File: src/hdl/alpha_premultiply_unpremultiply_core_assert.svh
// ----------------------------------------------------------------------------
// Assertion macros shared by the alpha premultiply core
// Each macro expects clk and rst_n in scope.
// ----------------------------------------------------------------------------
`ifndef ALPHA_PREMULTIPLY_UNPREMULTIPLY_CORE_ASSERT_SVH
`define ALPHA_PREMULTIPLY_UNPREMULTIPLY_CORE_ASSERT_SVH

// Consequent must hold in the same cycle as the antecedent
`define APU_ASSERT_NOW(name, ante, cons, msg) \
    name: assert property (@(posedge clk) disable iff (!rst_n) (ante) |-> (cons)) \
        else $error(msg);

// Consequent must hold in the cycle after the antecedent
`define APU_ASSERT_NEXT(name, ante, cons, msg) \
    name: assert property (@(posedge clk) disable iff (!rst_n) (ante) |=> (cons)) \
        else $error(msg);

`endif

File: src/hdl/apu_pkg.sv
// ----------------------------------------------------------------------------
// apu_pkg
// Types, constants and helpers shared by the alpha premultiply core.
// ----------------------------------------------------------------------------
`default_nettype none

package apu_pkg;

    // Deepest supported sample, also the number of quotient bits
    localparam int MAX_DEPTH = 16;
    localparam int QUO_BITS  = MAX_DEPTH;
    localparam int MIN_DEPTH = 8;

    // Config bus
    localparam int ADDR_W = 5;
    localparam int DATA_W = 32;

    // Alpha plane is never processed
    localparam logic [1:0] ALPHA_PLANE = 2'd3;

    // Register indexes (byte address / 4)
    typedef enum logic [2:0] {
        REG_INVERSE     = 3'd0,
        REG_DEPTH       = 3'd1,
        REG_ENABLE      = 3'd2,
        REG_FIRST_MODE  = 3'd3,
        REG_OTHER_MODE  = 3'd4
    } reg_idx_t;

    // Plane arithmetic
    typedef enum logic [1:0] {
        MODE_PLAIN   = 2'd0,
        MODE_CENTRED = 2'd1,
        MODE_OFFSET  = 2'd2
    } mode_t;

    typedef struct packed {
        logic       inverse;
        logic [4:0] depth;
        logic [3:0] enable;
        logic [1:0] first_mode;
        logic [1:0] other_mode;
    } cfg_t;

    // Values derived from the sample depth
    typedef struct packed {
        logic [4:0]  d;
        logic [15:0] maxv;
        logic [15:0] half;
        logic [15:0] offs;
    } dparam_t;

    // Item travelling along the divider chain
    typedef struct packed {
        logic [15:0] r;     // final result when no division is used
        logic        div;   // result comes from the quotient
        mode_t       md;
        logic        neg;   // centred colour below half
        logic        ovf;   // quotient at least 2^16
        logic [15:0] rem;
        logic [15:0] quo;   // dividend low bits, quotient shifts in
        logic [15:0] den;
    } stage_t;

    function automatic dparam_t depth_params(input logic [4:0] depth);
        dparam_t    p;
        logic [4:0] d;
        if (depth < 5'(MIN_DEPTH))
            d = 5'(MIN_DEPTH);
        else if (depth > 5'(MAX_DEPTH))
            d = 5'(MAX_DEPTH);
        else
            d = depth;
        p.d    = d;
        p.maxv = 16'((17'd1 << d) - 17'd1);
        p.half = 16'(17'd1 << (d - 5'd1));
        p.offs = 16'(17'd16 << (d - 5'(MIN_DEPTH)));
        return p;
    endfunction

    // Mode code 3 behaves as plain
    function automatic mode_t norm_mode(input logic [1:0] raw);
        mode_t m;
        unique case (raw)
            MODE_CENTRED: m = MODE_CENTRED;
            MODE_OFFSET:  m = MODE_OFFSET;
            default:      m = MODE_PLAIN;
        endcase
        return m;
    endfunction

endpackage

`default_nettype wire

File: src/hdl/apu_stream_if.sv
// ----------------------------------------------------------------------------
// apu_in_if / apu_out_if
// Valid/ready sample channels of the alpha premultiply core.
// ----------------------------------------------------------------------------
`default_nettype none

interface apu_in_if;
    logic        valid;
    logic        ready;
    logic [1:0]  plane_number;
    logic [15:0] colour_sample;
    logic [15:0] alpha_sample;

    modport source (output valid, plane_number, colour_sample, alpha_sample, input ready);
    modport sink   (input valid, plane_number, colour_sample, alpha_sample, output ready);
endinterface

interface apu_out_if;
    logic        valid;
    logic        ready;
    logic [15:0] result_sample;

    modport source (output valid, result_sample, input ready);
    modport sink   (input valid, result_sample, output ready);
endinterface

`default_nettype wire

File: src/hdl/apu_prep.sv
// ----------------------------------------------------------------------------
// apu_prep
// Two front stages: operand setup and multiply, then premultiply finish or
// divider setup for unpremultiply.
// ----------------------------------------------------------------------------
`default_nettype none

module apu_prep
    import apu_pkg::*;
(
    input  wire logic        clk,
    input  wire logic        rst_n,
    input  wire cfg_t        cfg,
    input  wire logic        valid_up,
    output      logic        ready_up,
    input  wire logic [1:0]  plane,
    input  wire logic [15:0] colour,
    input  wire logic [15:0] alpha,
    output      logic        valid_dn,
    input  wire logic        ready_dn,
    output      stage_t      stg_dn
);

    typedef struct packed {
        logic [15:0]        m;
        logic [15:0]        a;
        mode_t              md;
        logic               act;
        logic               neg;
        logic signed [35:0] prod;
    } prep_t;

    function automatic logic [15:0] mode_base(input mode_t md, input dparam_t p);
        logic [15:0] b;
        unique case (md)
            MODE_CENTRED: b = p.half;
            MODE_OFFSET:  b = p.offs;
            default:      b = 16'd0;
        endcase
        return b;
    endfunction

    dparam_t            dp;
    logic               ready_p2;
    logic               v1_reg, v1_next;
    logic               v2_reg, v2_next;
    prep_t              p1_reg, p1_next;
    stage_t             st_reg, st_next;

    logic [15:0]        mm, am;
    logic [16:0]        aa;
    logic [15:0]        base1, base2, rnd;
    logic signed [17:0] x, xmag, mul_a, mul_b;
    logic signed [35:0] sum, shifted;

    assign dp = depth_params(cfg.depth);

    // Handshake through both stages
    assign ready_p2 = !v2_reg || ready_dn;
    assign ready_up = !v1_reg || ready_p2;
    assign v1_next  = ready_up ? valid_up : v1_reg;
    assign v2_next  = ready_p2 ? v1_reg : v2_reg;

    // Stage 1: mask, offset removal, one multiply
    always_comb
    begin
        mm                = colour & dp.maxv;
        am                = alpha & dp.maxv;
        p1_next.m         = mm;
        p1_next.a         = am;
        p1_next.md        = norm_mode((plane == 2'd0) ? cfg.first_mode : cfg.other_mode);
        p1_next.act       = (plane != ALPHA_PLANE) && cfg.enable[plane];
        base1             = mode_base(p1_next.md, dp);
        aa                = {1'b0, am} + {16'd0, am[1]};
        x                 = $signed({2'b00, mm}) - $signed({2'b00, base1});
        xmag              = x[17] ? -x : x;
        p1_next.neg       = x[17] && (p1_next.md == MODE_CENTRED);
        // offset mode clamps negative colour to zero before dividing
        if (x[17] && (p1_next.md == MODE_OFFSET))
            xmag = '0;
        mul_a             = cfg.inverse ? xmag : x;
        mul_b             = cfg.inverse ? $signed({2'b00, dp.maxv}) : $signed({1'b0, aa});
        p1_next.prod      = mul_a * mul_b;
    end

    // Stage 2: premultiply result, or dividend split for the divider chain
    always_comb
    begin
        base2      = mode_base(p1_reg.md, dp);
        rnd        = (p1_reg.md == MODE_CENTRED) ? 16'd0 : dp.half;
        sum        = p1_reg.prod + $signed({20'd0, rnd});
        shifted    = sum >>> dp.d;
        st_next.r   = p1_reg.m;
        st_next.div = 1'b0;
        st_next.md  = p1_reg.md;
        st_next.neg = 1'b0;
        st_next.ovf = 1'b0;
        st_next.rem = p1_reg.prod[31:16];
        st_next.quo = p1_reg.prod[15:0];
        st_next.den = p1_reg.a;
        if (p1_reg.act && !cfg.inverse)
        begin
            st_next.r = shifted[15:0] + base2;
        end
        else if (p1_reg.act && (p1_reg.a != 16'd0) && (p1_reg.a != dp.maxv))
        begin
            st_next.div = 1'b1;
            st_next.neg = p1_reg.neg;
            st_next.ovf = p1_reg.prod[31:16] >= p1_reg.a;
        end
    end

    // Control
    always_ff @(posedge clk or negedge rst_n)
    begin
        if (!rst_n)
        begin
            v1_reg <= 1'b0;
            v2_reg <= 1'b0;
        end
        else
        begin
            v1_reg <= v1_next;
            v2_reg <= v2_next;
        end
    end

    // Payload
    always_ff @(posedge clk)
    begin
        if (ready_up && valid_up)
            p1_reg <= p1_next;
        if (ready_p2 && v1_reg)
            st_reg <= st_next;
    end

    assign valid_dn = v2_reg;
    assign stg_dn   = st_reg;

endmodule

`default_nettype wire

File: src/hdl/apu_div_cell.sv
// ----------------------------------------------------------------------------
// apu_div_cell
// One restoring-division cell: produces one quotient bit per item and
// hands the item to the next cell.
// ----------------------------------------------------------------------------
`default_nettype none
`include "alpha_premultiply_unpremultiply_core_assert.svh"

module apu_div_cell
    import apu_pkg::*;
(
    input  wire logic   clk,
    input  wire logic   rst_n,
    input  wire logic   valid_up,
    output      logic   ready_up,
    input  wire stage_t stg_up,
    output      logic   valid_dn,
    input  wire logic   ready_dn,
    output      stage_t stg_dn
);

    logic        valid_reg, valid_next;
    stage_t      st_reg, st_next;
    logic [16:0] rs, diff;
    logic        ge;

    assign ready_up   = !valid_reg || ready_dn;
    assign valid_next = ready_up ? valid_up : valid_reg;

    // Shift in the next dividend bit, subtract when it fits
    always_comb
    begin
        rs          = {stg_up.rem, stg_up.quo[15]};
        ge          = rs >= {1'b0, stg_up.den};
        diff        = rs - {1'b0, stg_up.den};
        st_next     = stg_up;
        st_next.rem = ge ? diff[15:0] : rs[15:0];
        st_next.quo = {stg_up.quo[14:0], ge};
    end

    always_ff @(posedge clk or negedge rst_n)
    begin
        if (!rst_n)
            valid_reg <= 1'b0;
        else
            valid_reg <= valid_next;
    end

    always_ff @(posedge clk)
    begin
        if (ready_up && valid_up)
            st_reg <= st_next;
    end

    assign valid_dn = valid_reg;
    assign stg_dn   = st_reg;

    // Remainder stays below the divisor while the quotient fits 16 bits
    `APU_ASSERT_NOW(a_rem_below_den, valid_reg && st_reg.div && !st_reg.ovf, st_reg.rem < st_reg.den, "divider remainder not below divisor")
    // Never divide by zero
    `APU_ASSERT_NOW(a_den_nonzero, valid_reg && st_reg.div, st_reg.den != 16'd0, "division by zero alpha")

endmodule

`default_nettype wire

File: src/hdl/apu_finish.sv
// ----------------------------------------------------------------------------
// apu_finish
// Clamps the quotient per plane mode, or passes on a result that needs no
// division, and holds the result in the output register.
// ----------------------------------------------------------------------------
`default_nettype none

module apu_finish
    import apu_pkg::*;
(
    input  wire logic        clk,
    input  wire logic        rst_n,
    input  wire cfg_t        cfg,
    input  wire logic        valid_up,
    output      logic        ready_up,
    input  wire stage_t      stg_up,
    output      logic        out_valid,
    input  wire logic        out_ready,
    output      logic [15:0] result
);

    dparam_t     dp;
    logic        valid_reg, valid_next;
    logic [15:0] result_reg, result_next;
    logic [15:0] q;
    logic [16:0] qs;

    assign dp         = depth_params(cfg.depth);
    assign ready_up   = !valid_reg || out_ready;
    assign valid_next = ready_up ? valid_up : valid_reg;

    // Clamp quotient into range
    always_comb
    begin
        q  = stg_up.quo;
        qs = {1'b0, q} + {1'b0, dp.offs};
        result_next = stg_up.r;
        if (stg_up.div)
        begin
            unique case (stg_up.md)
                MODE_CENTRED:
                begin
                    if (stg_up.neg)
                        result_next = (stg_up.ovf || q >= dp.half) ? 16'd0 : dp.half - q;
                    else
                        result_next = (stg_up.ovf || q >= dp.half) ? dp.maxv : q + dp.half;
                end
                MODE_OFFSET:
                    result_next = (stg_up.ovf || qs > {1'b0, dp.maxv}) ? dp.maxv : qs[15:0];
                default:
                    result_next = (stg_up.ovf || q > dp.maxv) ? dp.maxv : q;
            endcase
        end
    end

    always_ff @(posedge clk or negedge rst_n)
    begin
        if (!rst_n)
            valid_reg <= 1'b0;
        else
            valid_reg <= valid_next;
    end

    always_ff @(posedge clk)
    begin
        if (ready_up && valid_up)
            result_reg <= result_next;
    end

    assign out_valid = valid_reg;
    assign result    = result_reg;

endmodule

`default_nettype wire

File: src/hdl/alpha_premultiply_unpremultiply_core.sv
// ----------------------------------------------------------------------------
// alpha_premultiply_unpremultiply_core
// Per-sample alpha premultiply / unpremultiply with APB configuration.
//
// Items enter on sample_in (plane number, colour, alpha) and leave on
// result_out (one result sample per item), both valid/ready channels.
// The path runs through 19 register stages: two front stages (operand
// setup with one multiply, then premultiply finish or divider setup), a
// row of 16 restoring-division cells giving one quotient bit each, and
// the clamping output register. Every item, premultiply or pass-through,
// walks the same chain, so order is preserved.
// Throughput is one item per cycle while result_out.ready is high; each
// stage moves on when the next one is empty or moving, so a bubble
// anywhere lets a new item in even while the output holds a result that
// has not been taken. When result_out.ready stays low the chain fills up
// and sample_in.ready drops after all stages hold items; nothing is dropped.
// Reset (rst_n low, asynchronous) empties the chain and loads the register
// defaults: premultiply, 8-bit samples, all planes enabled, plane 0 plain,
// planes 1 and 2 centred. Registers should be written through the APB port
// only while no item is in flight; the block does not enforce this.
// ----------------------------------------------------------------------------
`default_nettype none
`include "alpha_premultiply_unpremultiply_core_assert.svh"

module alpha_premultiply_unpremultiply_core
    import apu_pkg::*;
(
    input  wire logic              clk,
    input  wire logic              rst_n,
    apu_in_if.sink                 sample_in,
    apu_out_if.source              result_out,
    input  wire logic              psel,
    input  wire logic              penable,
    input  wire logic              pwrite,
    input  wire logic [ADDR_W-1:0] paddr,
    input  wire logic [DATA_W-1:0] pwdata,
    output      logic [DATA_W-1:0] prdata,
    output      logic              pready
);

    cfg_t        cfg_reg;
    logic        cfg_we;
    reg_idx_t    cfg_idx;

    stage_t      stg [0:QUO_BITS];
    logic        vld [0:QUO_BITS];
    logic        rdy [0:QUO_BITS];

    // Config register file
    assign pready  = 1'b1;
    assign cfg_we  = psel && penable && pwrite && pready;
    assign cfg_idx = reg_idx_t'(paddr[ADDR_W-1:2]);

    always_ff @(posedge clk or negedge rst_n)
    begin
        if (!rst_n)
        begin
            cfg_reg.inverse    <= 1'b0;
            cfg_reg.depth      <= 5'(MIN_DEPTH);
            cfg_reg.enable     <= 4'hf;
            cfg_reg.first_mode <= MODE_PLAIN;
            cfg_reg.other_mode <= MODE_CENTRED;
        end
        else if (cfg_we)
        begin
            unique case (cfg_idx)
                REG_INVERSE:    cfg_reg.inverse    <= pwdata[0];
                REG_DEPTH:      cfg_reg.depth      <= pwdata[4:0];
                REG_ENABLE:     cfg_reg.enable     <= pwdata[3:0];
                REG_FIRST_MODE: cfg_reg.first_mode <= pwdata[1:0];
                REG_OTHER_MODE: cfg_reg.other_mode <= pwdata[1:0];
                default:        ;
            endcase
        end
    end

    // Register readback
    always_comb
    begin
        unique case (cfg_idx)
            REG_INVERSE:    prdata = DATA_W'(cfg_reg.inverse);
            REG_DEPTH:      prdata = DATA_W'(cfg_reg.depth);
            REG_ENABLE:     prdata = DATA_W'(cfg_reg.enable);
            REG_FIRST_MODE: prdata = DATA_W'(cfg_reg.first_mode);
            REG_OTHER_MODE: prdata = DATA_W'(cfg_reg.other_mode);
            default:        prdata = '0;
        endcase
    end

    // Front stages
    apu_prep u_prep (
        .clk      (clk),
        .rst_n    (rst_n),
        .cfg      (cfg_reg),
        .valid_up (sample_in.valid),
        .ready_up (sample_in.ready),
        .plane    (sample_in.plane_number),
        .colour   (sample_in.colour_sample),
        .alpha    (sample_in.alpha_sample),
        .valid_dn (vld[0]),
        .ready_dn (rdy[0]),
        .stg_dn   (stg[0])
    );

    // Divider chain, one quotient bit per cell
    for (genvar k = 0; k < QUO_BITS; k++)
    begin : g_cell
        apu_div_cell u_cell (
            .clk      (clk),
            .rst_n    (rst_n),
            .valid_up (vld[k]),
            .ready_up (rdy[k]),
            .stg_up   (stg[k]),
            .valid_dn (vld[k+1]),
            .ready_dn (rdy[k+1]),
            .stg_dn   (stg[k+1])
        );
    end

    // Clamp and output register
    apu_finish u_finish (
        .clk       (clk),
        .rst_n     (rst_n),
        .cfg       (cfg_reg),
        .valid_up  (vld[QUO_BITS]),
        .ready_up  (rdy[QUO_BITS]),
        .stg_up    (stg[QUO_BITS]),
        .out_valid (result_out.valid),
        .out_ready (result_out.ready),
        .result    (result_out.result_sample)
    );

    // Input only stalls when every stage is full and the output is blocked
    `APU_ASSERT_NOW(a_stall_only_when_full, !sample_in.ready,
        result_out.valid && !result_out.ready && vld[QUO_BITS] && vld[0],
        "input stalled with room in the chain")

endmodule

`default_nettype wire
File: src/flat_wrapper.sv
// flat-port wrapper written by rule: the top's interface ports become plain ports
module alpha_premultiply_unpremultiply_core_flat import apu_pkg::*;
  (clk, rst_n, psel, penable, pwrite, paddr, pwdata, prdata, pready, sample_in_valid, sample_in_plane_number, sample_in_colour_sample, sample_in_alpha_sample, sample_in_ready, result_out_valid, result_out_result_sample, result_out_ready);
  apu_in_if sample_in_i ();
  apu_out_if result_out_i ();
  input  wire logic clk;
  input  wire logic rst_n;
  input  wire logic psel;
  input  wire logic penable;
  input  wire logic pwrite;
  input  wire logic [ADDR_W-1:0] paddr;
  input  wire logic [DATA_W-1:0] pwdata;
  output      logic [DATA_W-1:0] prdata;
  output      logic pready;
  input wire logic [$bits(sample_in_i.valid)-1:0] sample_in_valid;
  input wire logic [$bits(sample_in_i.plane_number)-1:0] sample_in_plane_number;
  input wire logic [$bits(sample_in_i.colour_sample)-1:0] sample_in_colour_sample;
  input wire logic [$bits(sample_in_i.alpha_sample)-1:0] sample_in_alpha_sample;
  output wire logic [$bits(sample_in_i.ready)-1:0] sample_in_ready;
  output wire logic [$bits(result_out_i.valid)-1:0] result_out_valid;
  output wire logic [$bits(result_out_i.result_sample)-1:0] result_out_result_sample;
  input wire logic [$bits(result_out_i.ready)-1:0] result_out_ready;
  assign sample_in_i.valid = sample_in_valid;
  assign sample_in_i.plane_number = sample_in_plane_number;
  assign sample_in_i.colour_sample = sample_in_colour_sample;
  assign sample_in_i.alpha_sample = sample_in_alpha_sample;
  assign sample_in_ready = sample_in_i.ready;
  assign result_out_valid = result_out_i.valid;
  assign result_out_result_sample = result_out_i.result_sample;
  assign result_out_i.ready = result_out_ready;
  alpha_premultiply_unpremultiply_core u_core (.clk(clk), .rst_n(rst_n), .sample_in(sample_in_i), .result_out(result_out_i), .psel(psel), .penable(penable), .pwrite(pwrite), .paddr(paddr), .pwdata(pwdata), .prdata(prdata), .pready(pready));
endmodule
File: config.mk
export PLATFORM = sky130hd
export DESIGN_NAME = alpha_premultiply_unpremultiply_core_flat
export DESIGN_NICKNAME = d
export VERILOG_FILES = /design/src/hdl/apu_pkg.sv /design/src/hdl/apu_stream_if.sv /design/src/hdl/apu_prep.sv /design/src/hdl/apu_div_cell.sv /design/src/hdl/apu_finish.sv /design/src/hdl/alpha_premultiply_unpremultiply_core.sv /design/src/flat_wrapper.sv
export VERILOG_INCLUDE_DIRS = /design/src /design/src/hdl
export SDC_FILE = /design/constraint.sdc
export NUM_CORES = 2
export LEC_CHECK = 0
export BUFFER_PORTS_ARGS = -buffer_cell sky130_fd_sc_hd__buf_4
export CORE_UTILIZATION = 58
export CTS_CLUSTER_SIZE = 40
export DETAILED_ROUTE_END_ITERATION = 16
export HOLD_SLACK_MARGIN = 0.06
export PLACE_DENSITY = 0.82
export SYNTH_ARGS = -nofsm -noshare
export SYNTH_HDL_FRONTEND = slang
export SYNTH_SLANG_ARGS = --single-unit
File: constraint.sdc
create_clock -name clk -period 9.7 [get_ports clk]
set_input_delay 1.94 -clock clk [delete_from_list [all_inputs] [get_ports clk]]
set_output_delay 1.94 -clock clk [all_outputs]
set_load 0.01 [all_outputs]
# == Word level (Yosys, flattened, before mapping) ==
# Cells that the tools add are included.
# op_classes
n_lt_le_gt_ge,23
bitwise_logic,3
n_addsub,26
n_mul,1
shift,4
reduce_logical,78
eq_ne,14
n_mux,38
# op_table
operator,count
16-bit 2-to-1 mux,23
17-bit by 16-bit greater-or-equal comparator with 1-bit output,16
16-bit subtractor,16
16-bit case mux with 2 select lines,3
18-bit 2-to-1 mux,3
36-bit by 17-bit adder with 36-bit output,1
18-bit by 18-bit multiplier with 36-bit output,1
36-bit by 5-bit >>> shifter with 16-bit output,1
16-bit adder,2
16-bit bitwise AND,2
16-bit greater-or-equal comparator,2
1-bit by 5-bit << shifter with 16-bit output (first input constant),2
1-bit logical AND,27
5-bit case mux with 5 select lines,1
1-bit logical OR,22
1-bit zero test,20
17-bit negator with 18-bit output,1
16-bit by 1-bit adder with 17-bit output,1
16-bit by 16-bit adder with 17-bit output,1
17-bit by 16-bit greater-than comparator with 1-bit output,1
17-bit 2-to-1 mux,1
16-bit by 16-bit subtractor with 17-bit output,1
16-bit greater-than comparator,1
16-bit != test,1
other kinds (24),37
# word_totals
word_cells,352
out_inout_bits,51
in_bits,78
regBits,1262

# == Depth between registers and ports, before layout ==
# logic_depth
word_depth,21
depth_mapped,43
ltp_nobuf,41

# == By module ==
# Synthesis repeated with hierarchy kept, for this count alone.
# hier_totals
hier_cells,6717
hier_area_um2,79378.6
# by_module_without_submodules
mod,seq_area_each_um2,cells_per_inst,area_per_inst_um2,instances
apu_div_cell (u_core.g_cell[0].u_cell ...),2097.0,232,3295.7,14
apu_prep,4164.0,2345,21089.0,1
apu_finish,505.5,585,4629.4,1
apu_div_cell (u_core.g_cell[4].u_cell),2097.0,238,3378.2,1
apu_div_cell (u_core.g_cell[3].u_cell),2097.0,214,3186.8,1
alpha_premultiply_unpremultiply_core,357.8,87,955.9,1

# == Least setup slack after synthesis ==
# OpenSTA, ideal clock, no wires.
# synth_timing
path_kind,input to register
from,in sample_in_plane_number[1]
to,"reg u_core.u_prep.p1_reg[31] (netlist name), data pin"
path_buffers,2
t_arrival_ns,10.648
required_ns,9.442
cell_stages,39
setup_time_ns,0.258
path_slack_ns,-1.205
cell_sequence,nor2_1 mux2_2 ha_1 nor2_1 nand2_1 ha_1 nor2b_1 a221oi_1 nand3_1 or4_1 nor2_1 and4_1 buf_2 a41oi_1 mux2i_1 a2bb2oi_2 buf_2 nor2_1 (+3 left out) fa_1 inv_1 fa_1 fa_1 inv_1 fa_1 inv_1 ha_1 and3_1 nand2_1 nor3_1 a21boi_0 o41ai_1 a21oi_1 nor4_1 nor2_1 a21oi_1 xnor2_1
# synth_rtl
item,line_no,text
"start, declared",flat_wrapper.sv:16,input wire logic [$bits(sample_in_i.plane_number)-1:0] sample_in_plane_number;
"end signal, assigned",apu_prep.sv:132,p1_reg <= p1_next;
"end, declared",apu_prep.sv:47,"prep_t p1_reg, p1_next;"

==> metrics.txt <==
worst-skew pair later-pin latency=0.77 ns; largest fanout of any net on the critical path=6; final core utilization=0.667; total placed cells including tap cells=about 8,100; number of buffers created by CTS=between 100 and 150; I/O pins=roughly 130; wire length of the first global-routing pass=284 mm; count of buffers inserted at the top-level ports=71; leading cell types by total area after synthesis=sky130_fd_sc_hd__edfxtp_1 51%, sky130_fd_sc_hd__fa_1 8.5%, sky130_fd_sc_hd__ha_1 8.3%; critical path start-end classification=in -> reg; H-tree depth reported by CTS=4; antenna violations before repair=3; Async SR Flop Fraction=0.0262; number of warnings issued by yosys=0; violation count after the first detailed-route iteration=4,672; Crit path top cell by count=sky130_fd_sc_hd__fa_1; die span in y=roughly 360 um; antenna viol nets, final=0; Die Wd=356 um; Setup crit end kind=register; Register-to-Register Path Depth=37; overall track demand over capacity in global routing=0.293; final period demand of the worst path=about 10 ns; overflow left after global routing=0; max-slew violation count=0; cell area after placement=between 70,000 and 80,000 sq um; clock tree from TritonCTS=built; capture instance of the worst register-to-register path=u_core.u_prep.p1_reg[30]; standard-cell rows=129; Worst Hold Depth=0; worst path setup slack after routing=-0.383 ns; top cell type by total area after synthesis=sky130_fd_sc_hd__edfxtp_1; flop and latch count out of synthesis=1,258; placer congestion estimate=~0.99; Max clock buf depth=3; post-synth cell types=102; RSZ-0062 raised after global routing=yes; clock-pin transition on the worst setup and hold timing paths=0.06 ns; number of setup violations in the final report=9; endpoint required time on the critical path=10.19 ns; number of nets in the finished design=7,523; final hold violation count=0; outcome=finished with violations; average cell area after synthesis=~12 sq um; sequential area share after synthesis=0.518; P&R area growth vs syn=13.9%; via-per-instance ratio=5.91; via count of the first global-routing pass=51,200; worst endpoint data arrival time=approximately 11 ns; First-pass DRT Iterations=14; remaining routing DRC violations=6; number of enable-type register cells in the synthesized netlist=1,225; total wirelength of the detailed-routed design=~180 mm; maximum capacitance violations=0; cell at the root of the clock tree=sky130_fd_sc_hd__clkbuf_16; actual slew at the worst max-slew pin=1.22 ns; Slowest cell on crit path=sky130_fd_sc_hd__or4_4; flip-flop count of the largest register, all copies and words added=about 1,100; FF-to-FF setup slack=0.34 ns; share of the synthesized area in the top cell type=0.507; vias after detailed routing=49,600; number of sinks handled by clock tree synthesis=between 1,000 and 1,500; Final period util=1.04; highest achievable clock rate=99.2 MHz; Die Area=127,000 sq um; HP Class=reg -> reg; worst-case clock skew=0.0347 ns; mean routed wirelength per cell=about 22 um; hold buffer count at CTS=0; R2R Path Start=u_core.cfg_reg[11]; fraction of layout cells with a size suffix above 1=0.140; largest incremental delay on the critical path=about 0.53 ns; fin cells=8,399; launching element type of the critical path=primary input; initial core utilization=0.585; Primary FF master, synth=sky130_fd_sc_hd__edfxtp_1; gate count after technology mapping=6,198; hpwl dp=132 mm; capture endpoint of the worst hold path=u_core.g_cell[3].u_cell.stg_dn[28]; start point of the worst hold path=u_core.g_cell[2].u_cell.stg_dn[27]; area of the core=roughly 120,000 sq um; pin count of the biggest net entering global routing=70; Mapped Area=72,600 sq um; post-layout instance area=slightly above 80,000 sq um; normalized max-slew margin=0.186; violations in the final reports=design-rule violations, negative setup slack
==> metrics by stage <==
| step | setup slack [ns] | TNS, ns | hold WS [ns] |
|---|---|---|---|
| CTS | -0.227 | -0.742 | 0.388 |
| global route | -0.669 | -5.64 | 0.403 |
| floorplan | -0.409 | -2.47 | 0.400 |
| detailed placement | -1.35 | -19.79 | 0.405 |
| finish | -0.383 | -1.90 | 0.393 |
| global placement | -1.27 | -17.00 | 0.400 |
==> layout by cell type, fill, tap and decap left out, drive strengths merged, types with 16 or more instances in the layout <==
cell,instances
o21a,77
or2,21
a21boi,69
buf,429
mux2i,32
o31ai,20
a31o,17
fa,308
and3,28
edfxtp,1225
nor3,124
inv,856
nand4,92
a21oi,338
o22ai,30
a211oi,40
nand2b,57
nand2,405
o21ai,210
mux2,103
clkinv,54
o311ai,16
nand3,52
xor2,54
a31oi,29
nor4,37
ha,482
xnor2,174
or3,67
nor2,520
o21bai,18
a21o,84
clkbuf,162
nor2b,137
and2,52
dfrtp,27
a22oi,18
conb,73
==> logic make-up after synthesis <==
group / after synthesis / share of synthesized area
AO/OA/AOI/OAI: 1127 / 0.102
AND/OR/NAND/NOR: 1631 / 0.108
multiplexers: 136 / 0.0207
adder cells (fa/ha/maj): 790 / 0.168
buffers and inverters: 1026 / 0.0551
other: 2 / 0.000103
flip-flops: 1258 / 0.518
XOR/XNOR: 228 / 0.0277
==> per-layer routing <==
layer | GRT usage | share of wire
met5 | 0 | 0
met4 | 0.148 | 0.055
met3 | 0.0487 | 0.065
met2 | 0.514 | 0.50
met1 | 0.348 | 0.38
==> final cells by class <==
cell class | instances | area, sq um
clock inverters | 77 | 800
fillers | 8667 | 41300
diodes | 1 | 2.50
flip-flops and latches | 1258 | 37600
well taps | 1637 | 2050
inverters | 850 | 3190
repair buffers | 429 | 3430
multi-input cells | 3985 | 32100
clock buffers | 162 | 3460
==> how the worst max path moves through the flow <==
stage,start,to,slack (ns),cells past startpoint
after floorplan,sample_in_plane_number[0],u_core.u_prep.p1_reg[31],-0.41,39
after global placement,sample_in_plane_number[0],u_core.u_prep.p1_reg[30],-1.27,36
after detailed placement,sample_in_plane_number[0],u_core.u_prep.p1_reg[30],-1.35,36
after CTS,sample_in_plane_number[1],u_core.u_prep.p1_reg[30],-0.23,36
after global routing,sample_in_plane_number[1],u_core.u_prep.p1_reg[28],-0.67,38
final,sample_in_plane_number[1],u_core.u_prep.p1_reg[30],-0.38,36
==> cell usage after synthesis (all sizes together) (29+ instances only) <==
cell type,number
nor4,37
nand2b,57
o21a,77
nand4,92
and2,52
inv,847
nand2,405
mux2i,32
nor2,520
edfxtp,1225
fa,308
a31oi,29
clkbuf,112
nor2b,137
xnor2,174
a21oi,338
mux2,103
o21ai,210
o22ai,30
xor2,54
a21boi,69
or3,67
a211oi,40
a21o,84
buf,64
nor3,124
nand3,52
ha,482
==> timing repair <==
action / CTS / global route
setup buffers: 13 / 13
gates resized for setup: 70 / 66
endpoints found under the hold margin: 0 / 0
endpoints found under the setup margin: 16 / 16
pin swaps: 35 / 35
==> worst max-delay path, delay by kind of cell <==
kind            cells  cell delay (ns)
fa+ha+maj           9             3.72
xor+xnor            2             0.29
mux                 1             0.35
buf+inv             7             0.60
compound gates      9             1.78
simple gates        8             1.87
Power is not shown: default switching activity piles up to over one toggle a cycle in this logic, so the estimate is an artifact.
